[config.mk]
export PLATFORM = sky130hd
export DESIGN_NAME = ext_prefixed_instruction_decoder
export DESIGN_NICKNAME = d
export VERILOG_FILES = /design/src/rtl/core/epid_pkg.sv /design/src/rtl/core/ext_prefixed_instruction_decoder.sv /design/src/rtl/core/epid_decode.sv
export SDC_FILE = /design/constraint.sdc
export NUM_CORES = 1
export LEC_CHECK = 0
export BUFFER_PORTS_ARGS = -buffer_cell sky130_fd_sc_hd__buf_4
export CELL_PAD_IN_SITES_DETAIL_PLACEMENT = 1
export CELL_PAD_IN_SITES_GLOBAL_PLACEMENT = 2
export CORE_MARGIN = 3
export CORE_UTILIZATION = 42
export CTS_CLUSTER_SIZE = 20
export DETAILED_ROUTE_END_ITERATION = 16
export GPL_ROUTABILITY_DRIVEN = 0
export PLACE_DENSITY = 0.95
export SETUP_SLACK_MARGIN = 0.1
export SLEW_MARGIN = 20
export SYNTH_ARGS = -nofsm -noshare
export SYNTH_HDL_FRONTEND = slang
export SYNTH_SLANG_ARGS = --single-unit
[constraint.sdc]
create_clock -name clk_i -period 8.2 [get_ports clk_i]
set_clock_uncertainty 0.05 [all_clocks]
set_input_delay 2.46 -clock clk_i [delete_from_list [all_inputs] [get_ports clk_i]]
set_output_delay 2.46 -clock clk_i [all_outputs]
set_load 0.01 [all_outputs]
[src/rtl/core/epid_pkg.sv]
// Package: payload types, codes and decode functions for the ext-prefixed decoder.
`default_nettype none
package epid_pkg;

  typedef struct packed {
    logic [15:0] halfword;
    logic [31:0] halfword_address;
  } in_word_t;

  typedef struct packed {
    logic [6:0]  insn_code;
    logic [1:0]  ext_used;
    logic [3:0]  reg_d;
    logic [3:0]  reg_s;
    logic [31:0] imm_value;
    logic [2:0]  byte_length;
  } out_word_t;

  localparam logic [2:0] ClsExt = 3'd6;
  localparam logic [6:0] CodeUndef = 7'd0;
  localparam logic [6:0] CodeInt = 7'd10;
  localparam logic [6:0] CodeBtst = 7'd109;
  localparam logic [6:0] CodeBnot = 7'd112;
  localparam logic [6:0] CodeLdcA = 7'd117;
  localparam logic [6:0] CodeLdcB = 7'd118;
  localparam logic [6:0] CodeDoc = 7'd121;
  localparam logic [6:0] CodePsrset = 7'd122;
  localparam logic [6:0] CodePsrclr = 7'd123;
  localparam logic [6:0] CodeExt = 7'd124;

  function automatic logic [6:0] k0(input logic [4:0] i);
    case (i)
      5'd0: k0 = 7'd1;   5'd1: k0 = 7'd2;   5'd2: k0 = 7'd3;   5'd8: k0 = 7'd4;
      5'd9: k0 = 7'd5;   5'd11: k0 = 7'd6;  5'd15: k0 = 7'd7;  5'd16: k0 = 7'd8;
      5'd17: k0 = 7'd9;  5'd18: k0 = 7'd10; 5'd19: k0 = 7'd11; 5'd24: k0 = 7'd12;
      5'd25: k0 = 7'd13; 5'd26: k0 = 7'd14; 5'd28: k0 = 7'd15; 5'd29: k0 = 7'd16;
      5'd30: k0 = 7'd17;
      default: k0 = CodeUndef;
    endcase
  endfunction

  function automatic logic [6:0] k5(input logic [4:0] i);
    case (i)
      5'd0: k5 = 7'd103;  5'd1: k5 = 7'd104;  5'd2: k5 = 7'd105;  5'd4: k5 = 7'd106;
      5'd5: k5 = 7'd107;  5'd6: k5 = 7'd108;  5'd8: k5 = 7'd109;  5'd9: k5 = 7'd113;
      5'd10: k5 = 7'd114; 5'd12: k5 = 7'd110; 5'd13: k5 = 7'd115; 5'd14: k5 = 7'd116;
      5'd16: k5 = 7'd111; 5'd17: k5 = 7'd117; 5'd20: k5 = 7'd112; 5'd21: k5 = 7'd118;
      5'd24: k5 = 7'd119; 5'd28: k5 = 7'd120; 5'd31: k5 = 7'd121;
      default: k5 = CodeUndef;
    endcase
  endfunction

  function automatic logic [31:0] sx13(input logic [12:0] v);
    sx13 = {{19{v[12]}}, v};
  endfunction

endpackage
`default_nettype wire

[src/rtl/core/ext_prefixed_instruction_decoder.sv]
// Top level: input register, prefix store, decode and result register.
// An accepted word passes the input register, then decode, then the result register.
// Throughput: one halfword per cycle while in_stall_o is low; ext prefixes produce no result word.
// The prefix state sits at the input register and is updated as each word enters.
// Reset: asynchronous, active low; clears valids and the prefix store.
`default_nettype none
module ext_prefixed_instruction_decoder (
  input  wire logic                clk_i,
  input  wire logic                rst_ni,
  input  wire logic                in_valid_i,
  output      logic                in_stall_o,
  input  wire epid_pkg::in_word_t  in_data_i,
  output      logic                out_valid_o,
  input  wire logic                out_stall_i,
  output      epid_pkg::out_word_t out_data_o
);
  import epid_pkg::*;

  logic        s1_valid_q;
  logic [15:0] s1_hw_q;
  logic [31:0] s1_addr_q;
  logic [1:0]  s1_n_q;
  logic [12:0] s1_e0_q, s1_e1_q;
  logic [1:0]  cnt_q;
  logic [12:0] e0_q, e1_q;
  logic        out_valid_q;
  out_word_t   out_q, dec;
  logic        adv, take, is_pref;

  assign adv        = !out_valid_q || !out_stall_i;
  assign in_stall_o = s1_valid_q && !adv;
  assign take       = in_valid_i && !in_stall_o;
  assign is_pref    = in_data_i.halfword[15:13] == ClsExt && cnt_q != 2'd2;

  epid_decode u_dec (
    .hw_i  (s1_hw_q),
    .addr_i(s1_addr_q),
    .n_i   (s1_n_q),
    .e0_i  (s1_e0_q),
    .e1_i  (s1_e1_q),
    .res_o (dec)
  );

  always_ff @(posedge clk_i or negedge rst_ni) begin
    if (!rst_ni) begin
      s1_valid_q  <= 1'b0;
      out_valid_q <= 1'b0;
      cnt_q       <= '0;
      e0_q        <= '0;
      e1_q        <= '0;
    end else begin
      if (adv) begin
        out_valid_q <= s1_valid_q;
        if (s1_valid_q) out_q <= dec;
      end
      if (adv || !s1_valid_q) s1_valid_q <= take && !is_pref;
      if (take) begin
        if (is_pref) begin
          if (cnt_q == 2'd0) e0_q <= in_data_i.halfword[12:0];
          else e1_q <= in_data_i.halfword[12:0];
          cnt_q <= cnt_q + 2'd1;
        end else begin
          s1_hw_q   <= in_data_i.halfword;
          s1_addr_q <= in_data_i.halfword_address;
          s1_n_q    <= cnt_q;
          s1_e0_q   <= e0_q;
          s1_e1_q   <= e1_q;
          cnt_q     <= '0;
          e0_q      <= '0;
          e1_q      <= '0;
        end
      end
    end
  end

  assign out_valid_o = out_valid_q;
  assign out_data_o  = out_q;

`ifndef SYNTHESIS
  a_cnt_max: assert property (@(posedge clk_i) disable iff (!rst_ni) cnt_q != 2'd3)
    else $error("prefix count overflow");
  a_len: assert property (@(posedge clk_i) disable iff (!rst_ni)
    out_valid_o |-> out_data_o.byte_length == {out_data_o.ext_used, 1'b0} + 3'd2)
    else $error("byte length mismatch");
  a_undef_imm: assert property (@(posedge clk_i) disable iff (!rst_ni)
    (out_valid_o && out_data_o.insn_code == CodeUndef) |-> out_data_o.imm_value == 32'd0)
    else $error("undefined code with immediate");
  a_pref_clear: assert property (@(posedge clk_i) disable iff (!rst_ni)
    (take && !is_pref) |=> cnt_q == 2'd0)
    else $error("prefix store not cleared");
`endif
endmodule
`default_nettype wire

[src/rtl/core/epid_decode.sv]
// Combinational decode of one halfword with the held ext prefixes.
`default_nettype none
module epid_decode (
  input  wire logic [15:0]     hw_i,
  input  wire logic [31:0]     addr_i,
  input  wire logic [1:0]      n_i,
  input  wire logic [12:0]     e0_i,
  input  wire logic [12:0]     e1_i,
  output epid_pkg::out_word_t  res_o
);
  import epid_pkg::*;

  logic [2:0]  cls, op1;
  logic [1:0]  op2;
  logic [3:0]  o;
  logic [5:0]  imm6;
  logic [31:0] xi, imm, off;
  logic [6:0]  code;

  always_comb begin
    cls  = hw_i[15:13];
    op1  = hw_i[12:10];
    op2  = hw_i[9:8];
    o    = hw_i[12:9];
    imm6 = hw_i[9:4];
    xi   = (n_i == 2'd1) ? {19'd0, e0_i} : {6'd0, e0_i, e1_i};
    imm  = '0;
    code = CodeUndef;
    off  = '0;
    unique case (cls)
      3'd0: begin
        if (o <= 4'd3) begin
          if (hw_i[5:4] == 2'd0) begin
            code = k0({o[1:0], hw_i[8], hw_i[7:6]});
            if (code == CodeInt) imm = {30'd0, hw_i[1:0]};
          end else if (hw_i[5:4] == 2'd1 && o == 4'd0) begin
            case (hw_i[8:6])
              3'd0: code = 7'd18;
              3'd1: code = 7'd19;
              3'd2: code = 7'd20;
              3'd3: code = 7'd21;
              3'd7: code = 7'd22;
              default: code = CodeUndef;
            endcase
          end
        end else begin
          if (n_i == 2'd0) off = {{23{hw_i[7]}}, hw_i[7:0], 1'b0};
          else if (n_i == 2'd1) off = (sx13(e0_i) << 9) | {23'd0, hw_i[7:0], 1'b0};
          else off = {e0_i[12:3], e1_i, hw_i[7:0], 1'b0};
          imm  = addr_i + off;
          code = 7'd23 + {2'd0, o - 4'd4, 1'b0} + {6'd0, hw_i[8]};
        end
      end
      3'd1: begin
        if (op2 == 2'd3) begin
          if (op1 <= 3'd5) begin
            imm  = {27'd0, 1'b1, hw_i[7:4]};
            code = 7'd47 + {4'd0, op1};
          end
        end else begin
          if (n_i != 2'd0) imm = xi;
          if (op2 == 2'd2) code = 7'd53 + {4'd0, op1};
          else if (op2 == 2'd1 && n_i == 2'd0) code = 7'd69 + {4'd0, op1};
          else code = 7'd61 + {4'd0, op1};
        end
      end
      3'd2: begin
        if (n_i == 2'd0) imm = {26'd0, imm6};
        else if (n_i == 2'd1) imm = {13'd0, e0_i, imm6};
        else imm = {e0_i, e1_i, imm6};
        code = 7'd77 + {4'd0, op1};
      end
      3'd3: begin
        if (n_i == 2'd0) imm = (op1 <= 3'd1) ? {26'd0, imm6} : {{26{imm6[5]}}, imm6};
        else if (n_i == 2'd1)
          imm = (op1 <= 3'd1) ? {13'd0, e0_i, imm6} : {{13{e0_i[12]}}, e0_i, imm6};
        else imm = {e0_i, e1_i, imm6};
        code = 7'd85 + {4'd0, op1};
      end
      3'd4: begin
        if (op1 <= 3'd1) begin
          imm  = {22'd0, hw_i[9:0]};
          code = 7'd93 + {4'd0, op1};
        end else if (op2 == 2'd2 && op1 == 3'd4) code = 7'd95;
        else if (op2 == 2'd2 && op1 == 3'd6) code = 7'd96;
        else if (op2 == 2'd0) begin
          imm  = {28'd0, hw_i[7:4]};
          code = 7'd47 + {4'd0, op1 - 3'd2};
        end else code = 7'd97 + {4'd0, op1 - 3'd2};
      end
      3'd5: begin
        code = k5({op1, op2});
        if (code >= CodeBtst && code <= CodeBnot) begin
          if (n_i != 2'd0) imm = xi;
        end else if (code == CodeLdcA || code == CodeLdcB) begin
          imm = {28'd0, hw_i[7:4]};
        end else if (code == CodeDoc) begin
          if (hw_i[7:6] == 2'd0) imm = {26'd0, hw_i[5:0]};
          else begin
            imm  = {27'd0, hw_i[4:0]};
            code = (hw_i[7:6] == 2'd1) ? CodePsrset : CodePsrclr;
          end
        end
      end
      3'd6: begin
        imm  = {19'd0, hw_i[12:0]};
        code = CodeExt;
      end
      default: code = CodeUndef;
    endcase
    if (code == CodeUndef) imm = '0;
    res_o.insn_code   = code;
    res_o.ext_used    = n_i;
    res_o.reg_d       = hw_i[3:0];
    res_o.reg_s       = hw_i[7:4];
    res_o.imm_value   = imm;
    res_o.byte_length = {n_i, 1'b0} + 3'd2;
  end
endmodule
`default_nettype wire
# After elaboration in Yosys (flattened, before gate mapping)
# Memory sizes are Yosys's and may differ from the RTL's. A register that Yosys moved wholly into a read port is not among the register bits.
# Index checks and enable logic that the tools add are counted.
# W data, S select, Z words.
dict set report totals {
  register_bits 158
  rom_bits 384
  in_bits 52
  n_memories 2
  out_inout_bits 54
}
dict set report classes {
  n_addsub 16
  eq_ne 26
  magnitude_cmp 5
  n_mux 55
  bitwise 2
  reduce_logical 32
}
# name depth word_bits rd rd_ports_with_merged_regs wr line
set memory_table {}
lappend memory_table {{(name not given)} 32 7 1 1 0 epid_pkg.sv:43} ;# case (i)
lappend memory_table {{(name not given)} 32 5 1 1 0 epid_pkg.sv:32} ;# case (i)
# operator count
set ops {}
lappend ops {{$mux W32} 20}
lappend ops {{$pmux W32 S7} 1}
lappend ops {{$mux W7} 19}
lappend ops {{$mux W13} 4}
lappend ops {{$pmux W7 S7} 1}
lappend ops {{$add A32 B32 Y32} 1}
lappend ops {{$or A32 B9 Y32} 1}
lappend ops {{$add A6 B3 Y7 const A} 4}
lappend ops {{$add A7 B3 Y7 const A} 4}
lappend ops {{$mux W26} 1}
lappend ops {{$pmux W5 S5} 1}
lappend ops {{$eq A3 B3 Y1 const B} 7}
lappend ops {{$eq A7 B7 Y1 const B} 3}
lappend ops {{$mux W5} 3}
lappend ops {{$eq A3 B2 Y1 const B} 4}
lappend ops {{$logic_not A2 Y1} 5}
lappend ops {{$logic_and A1 B1 Y1} 9}
lappend ops {{$eq A2 B1 Y1 const B} 4}
lappend ops {{$add A6 B4 Y7 const A} 1}
lappend ops {{$add A7 B1 Y7} 1}
lappend ops {{$eq A7 B4 Y1 const B} 1}
lappend ops {{$ge A7 B7 Y1 const B} 1}
lappend ops {{$le A7 B7 Y1 const B} 1}
lappend ops {{$logic_not A7 Y1} 1}
lappend ops {{other kinds (24)} 38}

# Logic depth before layout (Yosys ltp)
dict set report depth {
  depth_word 9
  ltp_mapped 17
  ltp_nobuf 14
}

# By module
# A second synthesis with hierarchy kept.
dict set report unflattened {
  hier_cells 961
  hier_area_um2 9917.0
}
# mod instances cells_per_inst area_per_inst_um2
set modules_own_cells {}
lappend modules_own_cells {ext_prefixed_instruction_decoder 1 214 5084.9}
lappend modules_own_cells {epid_decode 1 747 4832.1}

# Least setup slack after synthesis
# OpenSTA, ideal clock, no wires.
dict set report synth_path {
  kind {in2reg}
  startpoint {input port rst_ni}
  endpoint {register out_q, in the netlist out_data_o[10], enable pin}
  path_stages 2
  t_arrival_ns 4.993
  slack_ns 2.680
  setup_time_ns 0.477
  path_buffers 0
  required_time_ns 7.673
  path_cell_list {nand2_1 -> a21oi_1}
}
dict set report synth_between {
  elab_chain_cells 1
}
# item line
set synth_lines {}
lappend synth_lines {{start, declared} ext_prefixed_instruction_decoder.sv:9} ;# input wire logic rst_ni,
lappend synth_lines {{$reduce_and A3 Y1 (no source line)} --}
lappend synth_lines {{end signal, assigned} ext_prefixed_instruction_decoder.sv:54} ;# if (s1_valid_q) out_q <= dec;
lappend synth_lines {{end, declared} ext_prefixed_instruction_decoder.sv:27} ;# out_word_t out_q, dec;
# Every way passes these cells.
# A chain may end at the register's enable or synchronous reset.

# Final worst setup path
dict set report layout_path {
  startpoint {input port out_stall_i}
  endpoint {output port in_stall_o}
}
dict set report layout_between {
  elab_chain_cells 4
}
# item line
set layout_lines {}
lappend layout_lines {{start, declared} ext_prefixed_instruction_decoder.sv:14} ;# input wire logic out_stall_i,
lappend layout_lines {{$logic_not A1 Y1} ext_prefixed_instruction_decoder.sv:30} ;# assign adv = !out_valid_q || !out_stall_i;
lappend layout_lines {{$logic_or A1 B1 Y1} ext_prefixed_instruction_decoder.sv:30}
lappend layout_lines {{$logic_not A1 Y1} ext_prefixed_instruction_decoder.sv:31} ;# assign in_stall_o = s1_valid_q && !adv;
lappend layout_lines {{$logic_and A1 B1 Y1} ext_prefixed_instruction_decoder.sv:31}
lappend layout_lines {{end, declared} ext_prefixed_instruction_decoder.sv:11} ;# output logic in_stall_o,
# Every way passes these cells.

==> results.json <==
{
  "drtPass1Iterations": 5,
  "crit_type": "in2out",
  "cts_buffers": 17,
  "holdWs_ps": 408,
  "p_per_area_nw_per_um2": 192,
  "start_util_pct": 43.5,
  "async_flop_share_pct": 17.9,
  "io_buffers": 104,
  "fin_ws_ps": 2760,
  "preCtsSetupSlack_ps": 2290,
  "setup_viol": 0,
  "ir_worst_vdd_mv": 0.135,
  "cts_tree": "done",
  "clock_path_buffers": 2,
  "path_clk_slew_ps": 80,
  "synth_area_per_cell_um2": 10.6,
  "initialDrtViolationCount": 858,
  "diodes": 0,
  "antenna_found_initial": 0,
  "power.leakage_nw": 4.71,
  "vias": 8276,
  "vias_per_cell": 6.11,
  "crit_path_end_kind": "primary output",
  "die_h_um": 160,
  "max_freq_ghz": 0.184,
  "grt_use_total_pct": 25.0,
  "core_area_um2": 23000,
  "ys_warn_count": 0,
  "ioPinCount": 106,
  "grt_pass1_vias": 8390,
  "cts_setup_buffers": 0,
  "fin_nets": 1155,
  "holdBufCountCts": 0,
  "grt-ovfl-total": 0,
  "cts_sinks": 168,
  "outcome": "finished, final reports clean",
  "drc_errors": 0,
  "syn-num-nets": 1072,
  "grt_max_degree": 79,
  "rsz0062_at_grt": "no",
  "min_period_ps": 5440,
  "n_fill_cell": 2562,
  "antenna_left": 0,
  "crit_fanout": 4,
  "rows": 55,
  "grt_first_pass_wirelength_um": 49900,
  "ctsHtreeMaxLevel": 4,
  "hold_violations": 0,
  "dieArea_um2": 25700,
  "drive_gt1_share_pct": 16.1,
  "maxSlewViolCount": 0,
  "required_ps": 5690,
  "cp.arrival_ps": 2930,
  "synth-main-ff-cell": "edfxtp_1",
  "hpwlAfterDp_um": 23800,
  "cts_root_buf": "clkbuf_16",
  "worstMarginPinSlew_ps": 1040,
  "finalCritPeriodShare_pct": 66.3,
  "synth.distinct_cells": 85,
  "startpoint_type": "input pin",
  "r2r_slack_ps": 3490,
  "synth_area_leaders": "edfxtp_1 (38%), ha_1 (9.1%), dfrtp_1 (7.5%)",
  "tns_ps": 0,
  "detail_route.wl_per_cell_um": 24.1,
  "die_w_um": 160,
  "ys_seq_area_share_pct": 47.8,
  "synth_edf_count": 127,
  "yosysTopAreaCellShare_pct": 38.1,
  "ys_ff_latch": 168,
  "maxCapViolations": 0,
  "maxSlewHeadroom_pct": 30.4,
  "synth_top_area_cell": "edfxtp_1",
  "netlist_instances": 946,
  "totalWireLength_um": 32600,
  "area_delta_synth_final_pct": 16.5,
  "syn-cell-area_um2": 10000,
  "worstHoldPathType": "reg2reg",
  "cts-resized-gates": 0,
  "clk_latency_ps": 440
}
## worst paths after layout
| path | end | startpoint | cells after the start |
|---|---|---|---|
| worst max-delay path | in_stall_o | out_stall_i | 4 |
| worst min-delay path | s1_e1_q[1] | e1_q[1] | 0 |
| worst max register to register | out_data_o[27] | s1_n_q[0] | 14 |
| worst min register to register | s1_e1_q[1] | e1_q[1] | 0 |
| max in group asynchronous | e0_q[9] | rst_ni | 1 |
| min in group asynchronous | out_valid_o | rst_ni | 1 |
## where the power goes
part,switching (mW),internal [mW]
Clock,0.392,0.426
Combinational,0.248,0.161
Sequential,0.0422,0.971
Total,0.683,1.56
## final cells by class
class | instances | area (µm²) | share of cell area [%]
Multi-Input combinational cell | 705 | 4920 | 42.3
Sequential cell | 168 | 4780 | 41.1
Timing Repair Buffer | 113 | 848 | 7.28
Clock buffer | 18 | 450 | 3.87
Tap cell | 313 | 392 | 3.36
Clock inverter | 14 | 158 | 1.35
Inverter | 24 | 91.3 | 0.784
## stage by stage
step           instances  instance area, µm²  util [%]  power [mW]
2_1_floorplan        946               10000         -        1.28
3_5_place_dp        1323               11000      48.0        1.43
4_1_cts             1355               11600      50.7        2.25
6_report            1355               11600      50.7        2.24
5_1_grt             1355               11600      50.7        2.33
3_3_place_gp        1323               11000      48.0        1.42
## cell families (layout without fill, tap and decap cells)
kind of cell             Yosys count  in the layout  synth area share (%)
XOR/XNOR                          31             31                  2.71
AND/OR/NAND/NOR                  250            250                  12.3
AO/OA/AOI/OAI                    325            325                  22.0
other                              1              1                0.0375
flip-flops                       168            168                  47.8
buffers and inverters             73            169                  3.20
multiplexers                      24             24                  2.55
adder cells (fa/ha/maj)           74             74                  9.33
## routing by layer
layer	track usage [%]	share of wire (%)	vias to the layer above	wire, µm
li1	-	-	3771	-
met1	33.7	44	4151	14300
met2	41.5	48	305	15600
met3	4.62	6.4	49	2090
met4	6.98	2.0	0	646
met5	0	0	-	0
## state kept, by name (all words and copies together), names as in the netlist, 2 cells and up, named ones only
| signal | count |
|---|---|
| cnt_q | 2 |
| s1_addr_q | 32 |
| s1_e1_q | 13 |
| s1_n_q | 2 |
| e1_q | 13 |
| out_data_o | 51 |
| s1_hw_q | 16 |
| e0_q | 13 |
| s1_e0_q | 13 |
## critical path, cell delays in order
cell	delay, ps
buf_4	130
nand3_1	140
inv_1	60
buf_4	140
## synthesized netlist by cell type (all sizes together) (19+ instances only)
| library cell | count |
|---|---|
| nor2 | 67 |
| mux2i | 21 |
| ha | 73 |
| edfxtp | 127 |
| nand2b | 19 |
| dfrtp | 30 |
| a22o | 28 |
| o21ai | 66 |
| a21o | 26 |
| a21oi | 80 |
| inv | 23 |
| nand2 | 82 |
| clkbuf | 31 |
## placed cells by master, fill, tap and decap left out, types with 19 or more instances in the layout
| cell type | instances |
|---|---|
| edfxtp_1 | 127 |
| buf_4 | 113 |
| nand2_1 | 82 |
| a21oi_1 | 79 |
| ha_1 | 73 |
| nor2_1 | 65 |
| o21ai_0 | 63 |
| dfrtp_1 | 30 |
| a22o_1 | 28 |
| a21o_1 | 26 |
| inv_1 | 20 |
| mux2i_1 | 20 |
| nand2b_1 | 19 |
Note: power is estimated with default switching activity, not from simulation.
